**src/hdl/lm3_pkg.sv**
```systemverilog
// Shared types and constants of the 3x3 local maximum detector.
// Used by the top level, front end, back end and checker; depends on nothing.
`default_nettype none

package lm3_pkg;

	localparam int PIXEL_BITS   = 16;
	localparam int WIDTH_BITS   = 7;
	localparam int HEIGHT_BITS  = 16;
	localparam int ROW_BITS     = HEIGHT_BITS + 1;
	localparam int OUT_COL_BITS = 6;
	localparam int CFG_IDX_BITS = 2;
	localparam int CFG_DAT_BITS = 16;

	localparam logic [CFG_IDX_BITS-1:0] REG_FRAME_WIDTH     = 2'd0;
	localparam logic [CFG_IDX_BITS-1:0] REG_FRAME_HEIGHT    = 2'd1;
	localparam logic [CFG_IDX_BITS-1:0] REG_INCLUDE_BORDERS = 2'd2;

	localparam logic MODE_PIXEL = 1'b0;
	localparam logic MODE_FLUSH = 1'b1;

	typedef struct packed {
		logic [WIDTH_BITS-1:0]  width;
		logic [HEIGHT_BITS-1:0] height;
		logic                   incl_borders;
		logic                   restart;
	} lm3_cfg_t;

endpackage

`default_nettype wire

```
**src/hdl/local_maximum_3x3_detector_core.sv**
```systemverilog
// Top level of the 3x3 local maximum detector: configuration registers and
// the front end, queue and back end. Uses lm3_pkg, lm3_front, lm3_queue, lm3_back.
//
// Pixels enter in raster order, one beat per clock while the queue is not full; a flush beat
// before the frame's last pixel is dropped without a result. The result for a
// pixel leaves after the beat one row plus one pixel later, through the queue
// and the result register, and frame_width+1 flush beats drain the frame's last
// results. The rate is set by the line store, a RAM whose read is issued one
// column ahead so that each beat finds its column ready, and by the
// eight parallel comparisons in the back end. The line store needs no
// clearing pass. Writes to frame_width or frame_height restart the frame;
// configuration is taken at any clock but is meant for an idle block.
`default_nettype none

module local_maximum_3x3_detector_core
	import lm3_pkg::*;
#(
	parameter int MAX_WIDTH = 64,
	parameter int DATA_BITS = 16
) (
	input  wire logic                           clk,
	input  wire logic                           arst_n,
	input  wire logic                           cfg_valid,
	output logic                                cfg_ready,
	input  wire logic [CFG_IDX_BITS-1:0]        cfg_index,
	input  wire logic [CFG_DAT_BITS-1:0]        cfg_data,
	input  wire logic                           in_valid,
	output logic                                in_ready,
	input  wire logic                           mode,
	input  wire logic signed [PIXEL_BITS-1:0]   pixel_value,
	output logic                                out_valid,
	input  wire logic                           out_ready,
	output logic signed [PIXEL_BITS-1:0]        out_value,
	output logic [HEIGHT_BITS-1:0]              out_row,
	output logic [OUT_COL_BITS-1:0]             out_column,
	output logic                                is_local_max,
	output logic                                on_border,
	output logic                                frame_end
);

	localparam int ENTRY_W = 9 * DATA_BITS;

	logic [WIDTH_BITS-1:0]  frame_width_q;
	logic [HEIGHT_BITS-1:0] frame_height_q;
	logic                   include_borders_q;
	logic                   cfg_write;
	lm3_cfg_t               cfg;
	logic                   q_push, q_full, q_pop, q_valid;
	logic [ENTRY_W-1:0]     push_data, head_data;

	assign cfg_ready = 1'b1;
	assign cfg_write = cfg_valid && cfg_ready;

	always_ff @(posedge clk or negedge arst_n) begin
		if (!arst_n) begin
			frame_width_q     <= WIDTH_BITS'(5);
			frame_height_q    <= HEIGHT_BITS'(5);
			include_borders_q <= 1'b1;
		end else if (cfg_write) begin
			case (cfg_index)
				REG_FRAME_WIDTH:     frame_width_q     <= cfg_data[WIDTH_BITS-1:0];
				REG_FRAME_HEIGHT:    frame_height_q    <= cfg_data[HEIGHT_BITS-1:0];
				REG_INCLUDE_BORDERS: include_borders_q <= cfg_data[0];
				default: ;
			endcase
		end
	end

	always_comb begin
		if (frame_width_q < WIDTH_BITS'(3)) begin
			cfg.width = WIDTH_BITS'(3);
		end else if (frame_width_q > WIDTH_BITS'(MAX_WIDTH)) begin
			cfg.width = WIDTH_BITS'(MAX_WIDTH);
		end else begin
			cfg.width = frame_width_q;
		end
		cfg.height       = (frame_height_q < HEIGHT_BITS'(3)) ? HEIGHT_BITS'(3) : frame_height_q;
		cfg.incl_borders = include_borders_q;
		cfg.restart      = cfg_write
			&& (cfg_index == REG_FRAME_WIDTH || cfg_index == REG_FRAME_HEIGHT);
	end

	lm3_front #(
		.MAX_WIDTH (MAX_WIDTH),
		.DATA_BITS (DATA_BITS)
	) u_front (
		.clk         (clk),
		.arst_n      (arst_n),
		.cfg         (cfg),
		.in_valid    (in_valid),
		.in_ready    (in_ready),
		.mode        (mode),
		.pixel_value (pixel_value),
		.q_full      (q_full),
		.q_push      (q_push),
		.q_data      (push_data)
	);

	lm3_queue #(
		.WIDTH (ENTRY_W)
	) u_queue (
		.clk        (clk),
		.arst_n     (arst_n),
		.push       (q_push),
		.push_data  (push_data),
		.full       (q_full),
		.pop        (q_pop),
		.head_valid (q_valid),
		.head_data  (head_data)
	);

	lm3_back #(
		.MAX_WIDTH (MAX_WIDTH),
		.DATA_BITS (DATA_BITS)
	) u_back (
		.clk          (clk),
		.arst_n       (arst_n),
		.cfg          (cfg),
		.q_valid      (q_valid),
		.q_data       (head_data),
		.q_pop        (q_pop),
		.out_valid    (out_valid),
		.out_ready    (out_ready),
		.out_value    (out_value),
		.out_row      (out_row),
		.out_column   (out_column),
		.is_local_max (is_local_max),
		.on_border    (on_border),
		.frame_end    (frame_end)
	);

endmodule

`default_nettype wire

```
**src/hdl/lm3_ram.sv**
```systemverilog
// Generic simple dual-port RAM with one write port and a registered read port.
// Standalone; no package needed.
`default_nettype none

module lm3_ram #(
	parameter int WIDTH = 32,
	parameter int DEPTH = 64,
	localparam int AW = (DEPTH > 1) ? $clog2(DEPTH) : 1
) (
	input  wire logic             clk,
	input  wire logic             we,
	input  wire logic [AW-1:0]    waddr,
	input  wire logic [WIDTH-1:0] wdata,
	input  wire logic [AW-1:0]    raddr,
	output logic      [WIDTH-1:0] rdata
);

	logic [WIDTH-1:0] mem_q [DEPTH];
	logic [WIDTH-1:0] rdata_q;

	always_ff @(posedge clk) begin
		if (we) begin
			mem_q[waddr] <= wdata;
		end
		rdata_q <= mem_q[raddr];
	end

	assign rdata = rdata_q;

endmodule

`default_nettype wire

```
**src/hdl/lm3_front.sv**
```systemverilog
// Front end: accepts beats, tracks the input raster position, keeps the line
// stores and window columns, and pushes one 3x3 window per result. Uses lm3_pkg, lm3_ram.
`default_nettype none

module lm3_front
	import lm3_pkg::*;
#(
	parameter int MAX_WIDTH = 64,
	parameter int DATA_BITS = 16,
	localparam int COL_W    = $clog2(MAX_WIDTH),
	localparam int ENTRY_W  = 9 * DATA_BITS
) (
	input  wire logic                         clk,
	input  wire logic                         arst_n,
	input  wire lm3_cfg_t                     cfg,
	input  wire logic                         in_valid,
	output logic                              in_ready,
	input  wire logic                         mode,
	input  wire logic signed [PIXEL_BITS-1:0] pixel_value,
	input  wire logic                         q_full,
	output logic                              q_push,
	output logic             [ENTRY_W-1:0]    q_data
);

	logic [COL_W-1:0]            col_q, col_next;
	logic [ROW_BITS-1:0]         row_q, row_next;
	logic signed [DATA_BITS-1:0] pix_raw, pix, top_px, mid_px;
	logic signed [DATA_BITS-1:0] win_q [3][2];
	logic signed [DATA_BITS-1:0] new_col [3];
	logic [2*DATA_BITS-1:0]      rd_data;
	logic                        draining, accept, active, emit, wrap, frame_done;

	if (DATA_BITS <= PIXEL_BITS) begin : g_narrow
		assign pix_raw = pixel_value[DATA_BITS-1:0];
	end else begin : g_wide
		assign pix_raw = {{(DATA_BITS-PIXEL_BITS){pixel_value[PIXEL_BITS-1]}}, pixel_value};
	end

	assign in_ready = !q_full;
	assign top_px   = rd_data[2*DATA_BITS-1:DATA_BITS];
	assign mid_px   = rd_data[DATA_BITS-1:0];

	always_comb begin
		draining   = row_q >= ROW_BITS'(cfg.height);
		accept     = in_valid && in_ready;
		active     = accept && (draining || mode != MODE_FLUSH);
		pix        = draining ? '0 : pix_raw;
		emit       = (col_q == '0) ? (row_q >= ROW_BITS'(2)) : (row_q >= ROW_BITS'(1));
		wrap       = (WIDTH_BITS'(col_q) + WIDTH_BITS'(1)) >= cfg.width;
		frame_done = (col_q == '0) && (row_q == ROW_BITS'(cfg.height) + ROW_BITS'(1));
		col_next   = col_q;
		row_next   = row_q;
		if (cfg.restart) begin
			col_next = '0;
			row_next = '0;
		end else if (active) begin
			if (frame_done) begin
				col_next = '0;
				row_next = '0;
			end else if (wrap) begin
				col_next = '0;
				row_next = row_q + ROW_BITS'(1);
			end else begin
				col_next = col_q + COL_W'(1);
			end
		end
		new_col[0] = top_px;
		new_col[1] = mid_px;
		new_col[2] = pix;
		q_push = active && emit;
		q_data = {win_q[0][0], win_q[0][1], new_col[0],
			win_q[1][0], win_q[1][1], new_col[1],
			win_q[2][0], win_q[2][1], new_col[2]};
	end

	// The read is issued for the column of the next beat so that its data is
	// waiting in the read register when that beat arrives.
	lm3_ram #(
		.WIDTH (2 * DATA_BITS),
		.DEPTH (MAX_WIDTH)
	) u_line_store (
		.clk   (clk),
		.we    (active),
		.waddr (col_q),
		.wdata ({mid_px, pix}),
		.raddr (col_next),
		.rdata (rd_data)
	);

	always_ff @(posedge clk or negedge arst_n) begin
		if (!arst_n) begin
			col_q <= '0;
			row_q <= '0;
			for (int i = 0; i < 3; i++) begin
				win_q[i][0] <= '0;
				win_q[i][1] <= '0;
			end
		end else begin
			col_q <= col_next;
			row_q <= row_next;
			if (active) begin
				for (int i = 0; i < 3; i++) begin
					win_q[i][0] <= win_q[i][1];
					win_q[i][1] <= new_col[i];
				end
			end
		end
	end

endmodule

`default_nettype wire

```
**src/hdl/lm3_queue.sv**
```systemverilog
// Two-entry queue that decouples the front end from the back end.
// Standalone; no package needed.
`default_nettype none

module lm3_queue #(
	parameter int WIDTH = 144
) (
	input  wire logic             clk,
	input  wire logic             arst_n,
	input  wire logic             push,
	input  wire logic [WIDTH-1:0] push_data,
	output logic                  full,
	input  wire logic             pop,
	output logic                  head_valid,
	output logic      [WIDTH-1:0] head_data
);

	logic [WIDTH-1:0] mem_q [2];
	logic             wr_ptr_q, rd_ptr_q;
	logic [1:0]       count_q;
	logic             do_push, do_pop;

	assign full       = count_q == 2'd2;
	assign head_valid = count_q != 2'd0;
	assign head_data  = mem_q[rd_ptr_q];
	assign do_push    = push && !full;
	assign do_pop     = pop && head_valid;

	always_ff @(posedge clk) begin
		if (do_push) begin
			mem_q[wr_ptr_q] <= push_data;
		end
	end

	always_ff @(posedge clk or negedge arst_n) begin
		if (!arst_n) begin
			wr_ptr_q <= 1'b0;
			rd_ptr_q <= 1'b0;
			count_q  <= 2'd0;
		end else begin
			if (do_push) begin
				wr_ptr_q <= !wr_ptr_q;
			end
			if (do_pop) begin
				rd_ptr_q <= !rd_ptr_q;
			end
			count_q <= count_q + 2'(do_push) - 2'(do_pop);
		end
	end

endmodule

`default_nettype wire

```
**src/hdl/lm3_back.sv**
```systemverilog
// Back end: takes windows from the queue, tracks the output raster position,
// runs the neighbor comparisons and holds the result register. Uses lm3_pkg.
`default_nettype none

module lm3_back
	import lm3_pkg::*;
#(
	parameter int MAX_WIDTH = 64,
	parameter int DATA_BITS = 16,
	localparam int COL_W    = $clog2(MAX_WIDTH),
	localparam int ENTRY_W  = 9 * DATA_BITS
) (
	input  wire logic                    clk,
	input  wire logic                    arst_n,
	input  wire lm3_cfg_t                cfg,
	input  wire logic                    q_valid,
	input  wire logic [ENTRY_W-1:0]      q_data,
	output logic                         q_pop,
	output logic                         out_valid,
	input  wire logic                    out_ready,
	output logic signed [PIXEL_BITS-1:0] out_value,
	output logic [HEIGHT_BITS-1:0]       out_row,
	output logic [OUT_COL_BITS-1:0]      out_column,
	output logic                         is_local_max,
	output logic                         on_border,
	output logic                         frame_end
);

	logic [HEIGHT_BITS-1:0]      cur_row_q;
	logic [COL_W-1:0]            cur_col_q;
	logic                        out_valid_q, is_max_q, border_q, frame_end_q;
	logic [PIXEL_BITS-1:0]       value_q, centre_out;
	logic [HEIGHT_BITS-1:0]      row_q;
	logic [OUT_COL_BITS-1:0]     column_q;
	logic signed [DATA_BITS-1:0] nb [3][3];
	logic signed [DATA_BITS-1:0] centre;
	logic top_ex, bot_ex, left_ex, right_ex, border, last_px, peak, exists;

	if (DATA_BITS >= PIXEL_BITS) begin : g_trunc
		assign centre_out = centre[PIXEL_BITS-1:0];
	end else begin : g_ext
		assign centre_out = {{(PIXEL_BITS-DATA_BITS){1'b0}}, centre};
	end

	always_comb begin
		for (int i = 0; i < 3; i++) begin
			for (int j = 0; j < 3; j++) begin
				nb[i][j] = q_data[(8 - (3*i + j))*DATA_BITS +: DATA_BITS];
			end
		end
		centre   = nb[1][1];
		top_ex   = cur_row_q != '0;
		bot_ex   = (ROW_BITS'(cur_row_q) + ROW_BITS'(1)) < ROW_BITS'(cfg.height);
		left_ex  = cur_col_q != '0;
		right_ex = (WIDTH_BITS'(cur_col_q) + WIDTH_BITS'(1)) < cfg.width;
		border   = !(top_ex && bot_ex && left_ex && right_ex);
		last_px  = !bot_ex && !right_ex;
		peak     = 1'b1;
		exists   = 1'b0;
		for (int i = 0; i < 3; i++) begin
			for (int j = 0; j < 3; j++) begin
				exists = (i != 1 || j != 1) && (i != 0 || top_ex) && (i != 2 || bot_ex)
					&& (j != 0 || left_ex) && (j != 2 || right_ex);
				if (exists && !(centre > nb[i][j])) begin
					peak = 1'b0;
				end
			end
		end
		if (border && !cfg.incl_borders) begin
			peak = 1'b0;
		end
		q_pop = q_valid && (!out_valid_q || out_ready);
	end

	always_ff @(posedge clk or negedge arst_n) begin
		if (!arst_n) begin
			cur_row_q   <= '0;
			cur_col_q   <= '0;
			out_valid_q <= 1'b0;
		end else begin
			if (q_pop) begin
				out_valid_q <= 1'b1;
			end else if (out_ready) begin
				out_valid_q <= 1'b0;
			end
			if (cfg.restart) begin
				cur_row_q <= '0;
				cur_col_q <= '0;
			end else if (q_pop) begin
				if (last_px) begin
					cur_row_q <= '0;
					cur_col_q <= '0;
				end else if (!right_ex) begin
					cur_col_q <= '0;
					cur_row_q <= cur_row_q + HEIGHT_BITS'(1);
				end else begin
					cur_col_q <= cur_col_q + COL_W'(1);
				end
			end
		end
	end

	always_ff @(posedge clk) begin
		if (q_pop) begin
			value_q     <= centre_out;
			row_q       <= cur_row_q;
			column_q    <= OUT_COL_BITS'(cur_col_q);
			is_max_q    <= peak;
			border_q    <= border;
			frame_end_q <= last_px;
		end
	end

	assign out_valid    = out_valid_q;
	assign out_value    = value_q;
	assign out_row      = row_q;
	assign out_column   = column_q;
	assign is_local_max = is_max_q;
	assign on_border    = border_q;
	assign frame_end    = frame_end_q;

endmodule

`default_nettype wire

```
**config.mk**
```make
export PLATFORM = sky130hd
export DESIGN_NAME = local_maximum_3x3_detector_core
export DESIGN_NICKNAME = d
export VERILOG_FILES = /design/src/hdl/lm3_pkg.sv /design/src/hdl/local_maximum_3x3_detector_core.sv /design/src/hdl/lm3_ram.sv /design/src/hdl/lm3_front.sv /design/src/hdl/lm3_queue.sv /design/src/hdl/lm3_back.sv
export SDC_FILE = /design/constraint.sdc
export NUM_CORES = 2
export LEC_CHECK = 0
export BUFFER_PORTS_ARGS = -buffer_cell sky130_fd_sc_hd__clkbuf_2
export CAP_MARGIN = 30
export CELL_PAD_IN_SITES_DETAIL_PLACEMENT = 1
export CELL_PAD_IN_SITES_GLOBAL_PLACEMENT = 2
export CORE_MARGIN = 5
export CORE_UTILIZATION = 50
export DETAILED_ROUTE_END_ITERATION = 8
export PLACE_DENSITY = 0.85
export SYNTH_ARGS = -nofsm -noshare
export SYNTH_HDL_FRONTEND = slang
export SYNTH_SLANG_ARGS = --single-unit
```
**constraint.sdc**
```tcl
create_clock -name clk -period 18.5 [get_ports clk]
set_input_delay 0 -clock clk [delete_from_list [all_inputs] [get_ports clk]]
set_output_delay 0 -clock clk [all_outputs]
set_load 0.02 [all_outputs]
```
==> results_dict.tcl <==
set metrics [dict create \
    synth_ff_type "sky130_fd_sc_hd__edfxtp_1" \
    route.final.wire_length_microns 309000 \
    post_cts_resized 0 \
    initial_cell_density_of_the_core 0.504 \
    die_w_microns 462 \
    rsz0062_at_grt "no" \
    core.rowCount 165 \
    comb_power_share 0.230 \
    setup_ws_ps 9690 \
    power_frac_seq 0.444 \
    cts_tree "yes" \
    critPathMaxStageDelay_ps 780 \
    place_congestion 0.833 \
    yosys-top-cells-area "sky130_fd_sc_hd__edfxtp_1, sky130_fd_sc_hd__mux4_2, sky130_fd_sc_hd__dfrtp_1" \
    clock_skew_ps 72.3 \
    crit_share_post_route 0.476 \
    route.antenna.remaining_nets 0 \
    net-switching-power_mw 4.86 \
    firstDrtPassIters 6 \
    globalRoute.totalOverflow 0 \
    design.die.area_sq_um 213000 \
    critical_path_peak_fanout 52 \
    synth-seq-cells 2579 \
    synthToLayoutAreaGrowth_pct 13.5 \
    run_status "finished clean" \
    regArea_sq_um 76300 \
    hold_slack_ps 53.3 \
    final.fill_count 17700 \
    report.power.total_mw 16.7 \
    grt_start_max_net_pins 117 \
    synthCells 5467 \
    area_of_the_core_sq_um 203000 \
    setup_viol 0 \
    slew_viol_final 0 \
    critical_path.endpoint_type "flop" \
    synthDominantCellAreaShare 0.699 \
    post_cts_buffers 0 \
    place.port_buffers 82 \
    final_layout_size_suffix_gt1_frac 0.210 \
    post_synth_edffs 2377 \
    cts_root_buf "sky130_fd_sc_hd__clkbuf_16" \
    power.share.switching 0.292 \
    slew-limit-headroom 0.237 \
    grt_pass1_wl_microns 441000 \
    postSynthNetCount 5691 \
    path_cells "nor4_1, nand4_1, nor2b_1, ha_1, nand2b_1, a21oi_1, a2111oi_2, o21a_1, a21oi_4, dlygate4sd3_1, buf_4, nand4_1, and2_4, buf_4, buf_4, buf_4, buf_4, mux4_2, a22oi_1, o211ai_1, a221o_1" \
    worst_ep_arrival_time_ps 9610 \
    initialDrtViolationCount 8201 \
    synth_cell_types 73 \
    dp_hpwl_microns 164000 \
    clock_path_buffers 4 \
    multi_input_area_sq_um 24700 \
    remaining_drc_errors 0 \
    worst_ir_drop_vdd_mv 0.207 \
    timing_worst_slew_pin_value_ps 1140 \
    layout.cells.non_filler 8665 \
    viasPerCell 6.60 \
    hp-class "in2reg" \
    cts-buffers-inserted 278 \
    yosys_warnings 0 \
    pin_count 84 \
    gr-usage-all-layers 0.289 \
    die_h_microns 462 \
    crit_top_cell "sky130_fd_sc_hd__buf_4" \
    clk_pin_slew_ps 60 \
    antenna_found_initial 21 \
    power_leakage_nw 39.2 \
    clock-sinks 2579 \
    cts_hold_buf 61 \
    start_kind "flop" \
    fin_crit_ps 8810 \
    fin_nets 6010 \
    setup.worst_path.class "reg2reg" \
    worstPathRequired_ps 19300 \
    post-route-util 0.572 \
    post_synth_instance_area_sq_um 102000 \
    setup-tns-final_ps 0 \
    power.density_cell_area_nw_per_um2 144 \
    dp_worst_setup_slack_ps 9980 \
    synth_most_common_cell "sky130_fd_sc_hd__edfxtp_1" \
    worstSkewPairLatency_ps 940 \
    placed_cells 8106 \
    final_hold_viol_count 0 \
    syn_area_per_cell_sq_um 18.7 \
    first_global_vias 59600 \
    route.detailed.wl_per_inst_microns 35.6 \
    cell_type_contributing_the_most_total_cell_area_after_synthesis "sky130_fd_sc_hd__edfxtp_1" \
    max_freq_mhz 114 \
    cap_viol_max_count 0 \
    critical_path.n_buffers_inverters 6 \
    num_vias 57200 \
    crit_slowest_cell "sky130_fd_sc_hd__buf_4" \
    p_int_mw 11.8 \
    dpl-instance-area_sq_um 106000 \
    synth-seq-area-share 0.747 \
    final_cell_area_sq_um 116000 \
    pwr-share-clk 0.326 \
    async_reset_ff_frac 0.0659 \
    synth_top_cells_by_count "sky130_fd_sc_hd__edfxtp_1, sky130_fd_sc_hd__nand2_1, sky130_fd_sc_hd__mux4_2" \
    clock_tree.htree_level_count 5 \
    family_of_cells_with_the_greatest_summed_delay_on_the_critical_path "buffers and inverters" \
]
==> layout by cell type, fill, tap and decap left out, types with 36 or more instances in the layout <==
cell type and n:
sky130_fd_sc_hd__mux4_2 432, sky130_fd_sc_hd__mux2i_1 164, sky130_fd_sc_hd__nor2_4 49, sky130_fd_sc_hd__a22oi_1 197
sky130_fd_sc_hd__clkbuf_16 283, sky130_fd_sc_hd__nand2_1 539, sky130_fd_sc_hd__a21oi_1 137, sky130_fd_sc_hd__inv_1 43
sky130_fd_sc_hd__dfrtp_1 164, sky130_fd_sc_hd__edfxtp_1 2377, sky130_fd_sc_hd__mux2_2 63, sky130_fd_sc_hd__clkbuf_1 63
sky130_fd_sc_hd__o21ai_0 98, sky130_fd_sc_hd__ha_1 184, sky130_fd_sc_hd__dlygate4sd3_1 61, sky130_fd_sc_hd__clkbuf_2 81
sky130_fd_sc_hd__nor2_1 53, sky130_fd_sc_hd__nand3_1 83, sky130_fd_sc_hd__a31oi_1 36, sky130_fd_sc_hd__nand4_1 36
sky130_fd_sc_hd__clkinv_1 45, sky130_fd_sc_hd__buf_4 162
==> kinds of logic after synthesis <==
group                      Yosys count  share of synthesized area
AOI/OAI and AO/OA                  695                     0.0466
DFF                               2579                      0.747
and+or+nand+nor                    961                     0.0427
buffers and inverters              332                     0.0166
adders and majority gates          184                     0.0225
muxes                              667                      0.120
xor gates and xnor gates            48                    0.00412
other                                1                  0.0000367
==> worst min-delay path, stage by stage <==
cell and delay [ps]:
sky130_fd_sc_hd__clkbuf_2 80, sky130_fd_sc_hd__and3_2 160, sky130_fd_sc_hd__buf_4 390
==> state kept, by name (all words and copies together) (netlist names) <==
signal,count
u_front.u_line_store.mem_q,2048
u_queue.mem_q,288
u_front.q_data,96
u_front.u_line_store.rdata,32
u_front.row_q,17
frame_height_q,16
u_back.cur_row_q,16
u_back.out_row,16
u_back.out_value,16
frame_width_q,7
u_back.cur_col_q,6
u_back.out_column,6
u_front.col_q,6
u_queue.count_q,2
include_borders_q,1
u_back.frame_end,1
u_back.is_local_max,1
u_back.on_border,1
u_back.out_valid,1
u_queue.rd_ptr_q,1
u_queue.wr_ptr_q,1
==> layer usage <==
| layer | part of all wire | up-vias | GRT usage |
|---|---|---|---|
| met5 | 0.00022 | - | 0 |
| met4 | 0.057 | 4 | 0.150 |
| met3 | 0.11 | 765 | 0.0659 |
| met2 | 0.48 | 3944 | 0.461 |
| met1 | 0.36 | 29800 | 0.376 |
| li1 | - | 22700 | - |
==> final cells by class <==
class                           count  area share
Sequential cell                  2579       0.658
Multi-Input combinational cell   2556       0.213
Clock buffer                      363      0.0651
Tap cell                         2672      0.0288
Timing Repair Buffer              326      0.0231
Clock inverter                    111     0.00972
Inverter                           45     0.00161
Antenna cell                       13    0.000281
==> path summary, 6_finish.rpt <==
path | from | endpoint | slack [ps] | cells after the start
worst min-delay path | pixel_value[4] | u_front.u_line_store.mem_q[25][4] | 50 | 3
worst min register to register | u_front.q_data[17] | u_queue.mem_q[1][17] | 470 | 0
min in group asynchronous | arst_n | include_borders_q | 250 | 3
worst max-delay path | frame_height_q[14] | u_front.u_line_store.rdata[13] | 9690 | 21
worst max register to register | frame_height_q[14] | u_front.u_line_store.rdata[13] | 9690 | 21
max in group asynchronous | arst_n | u_queue.rd_ptr_q | 17630 | 4
==> power groups by stage <==
stage / clock (mW) / sequential [mW] / combinational (mW)
floorplan: 0 / 7.60 / 2.42
global placement: 0 / 7.47 / 3.57
detailed placement: 0 / 7.50 / 3.73
CTS: 5.48 / 7.38 / 3.81
global route: 5.78 / 7.41 / 4.09
finish: 5.44 / 7.39 / 3.83
Power figures use the tool's default switching activity.
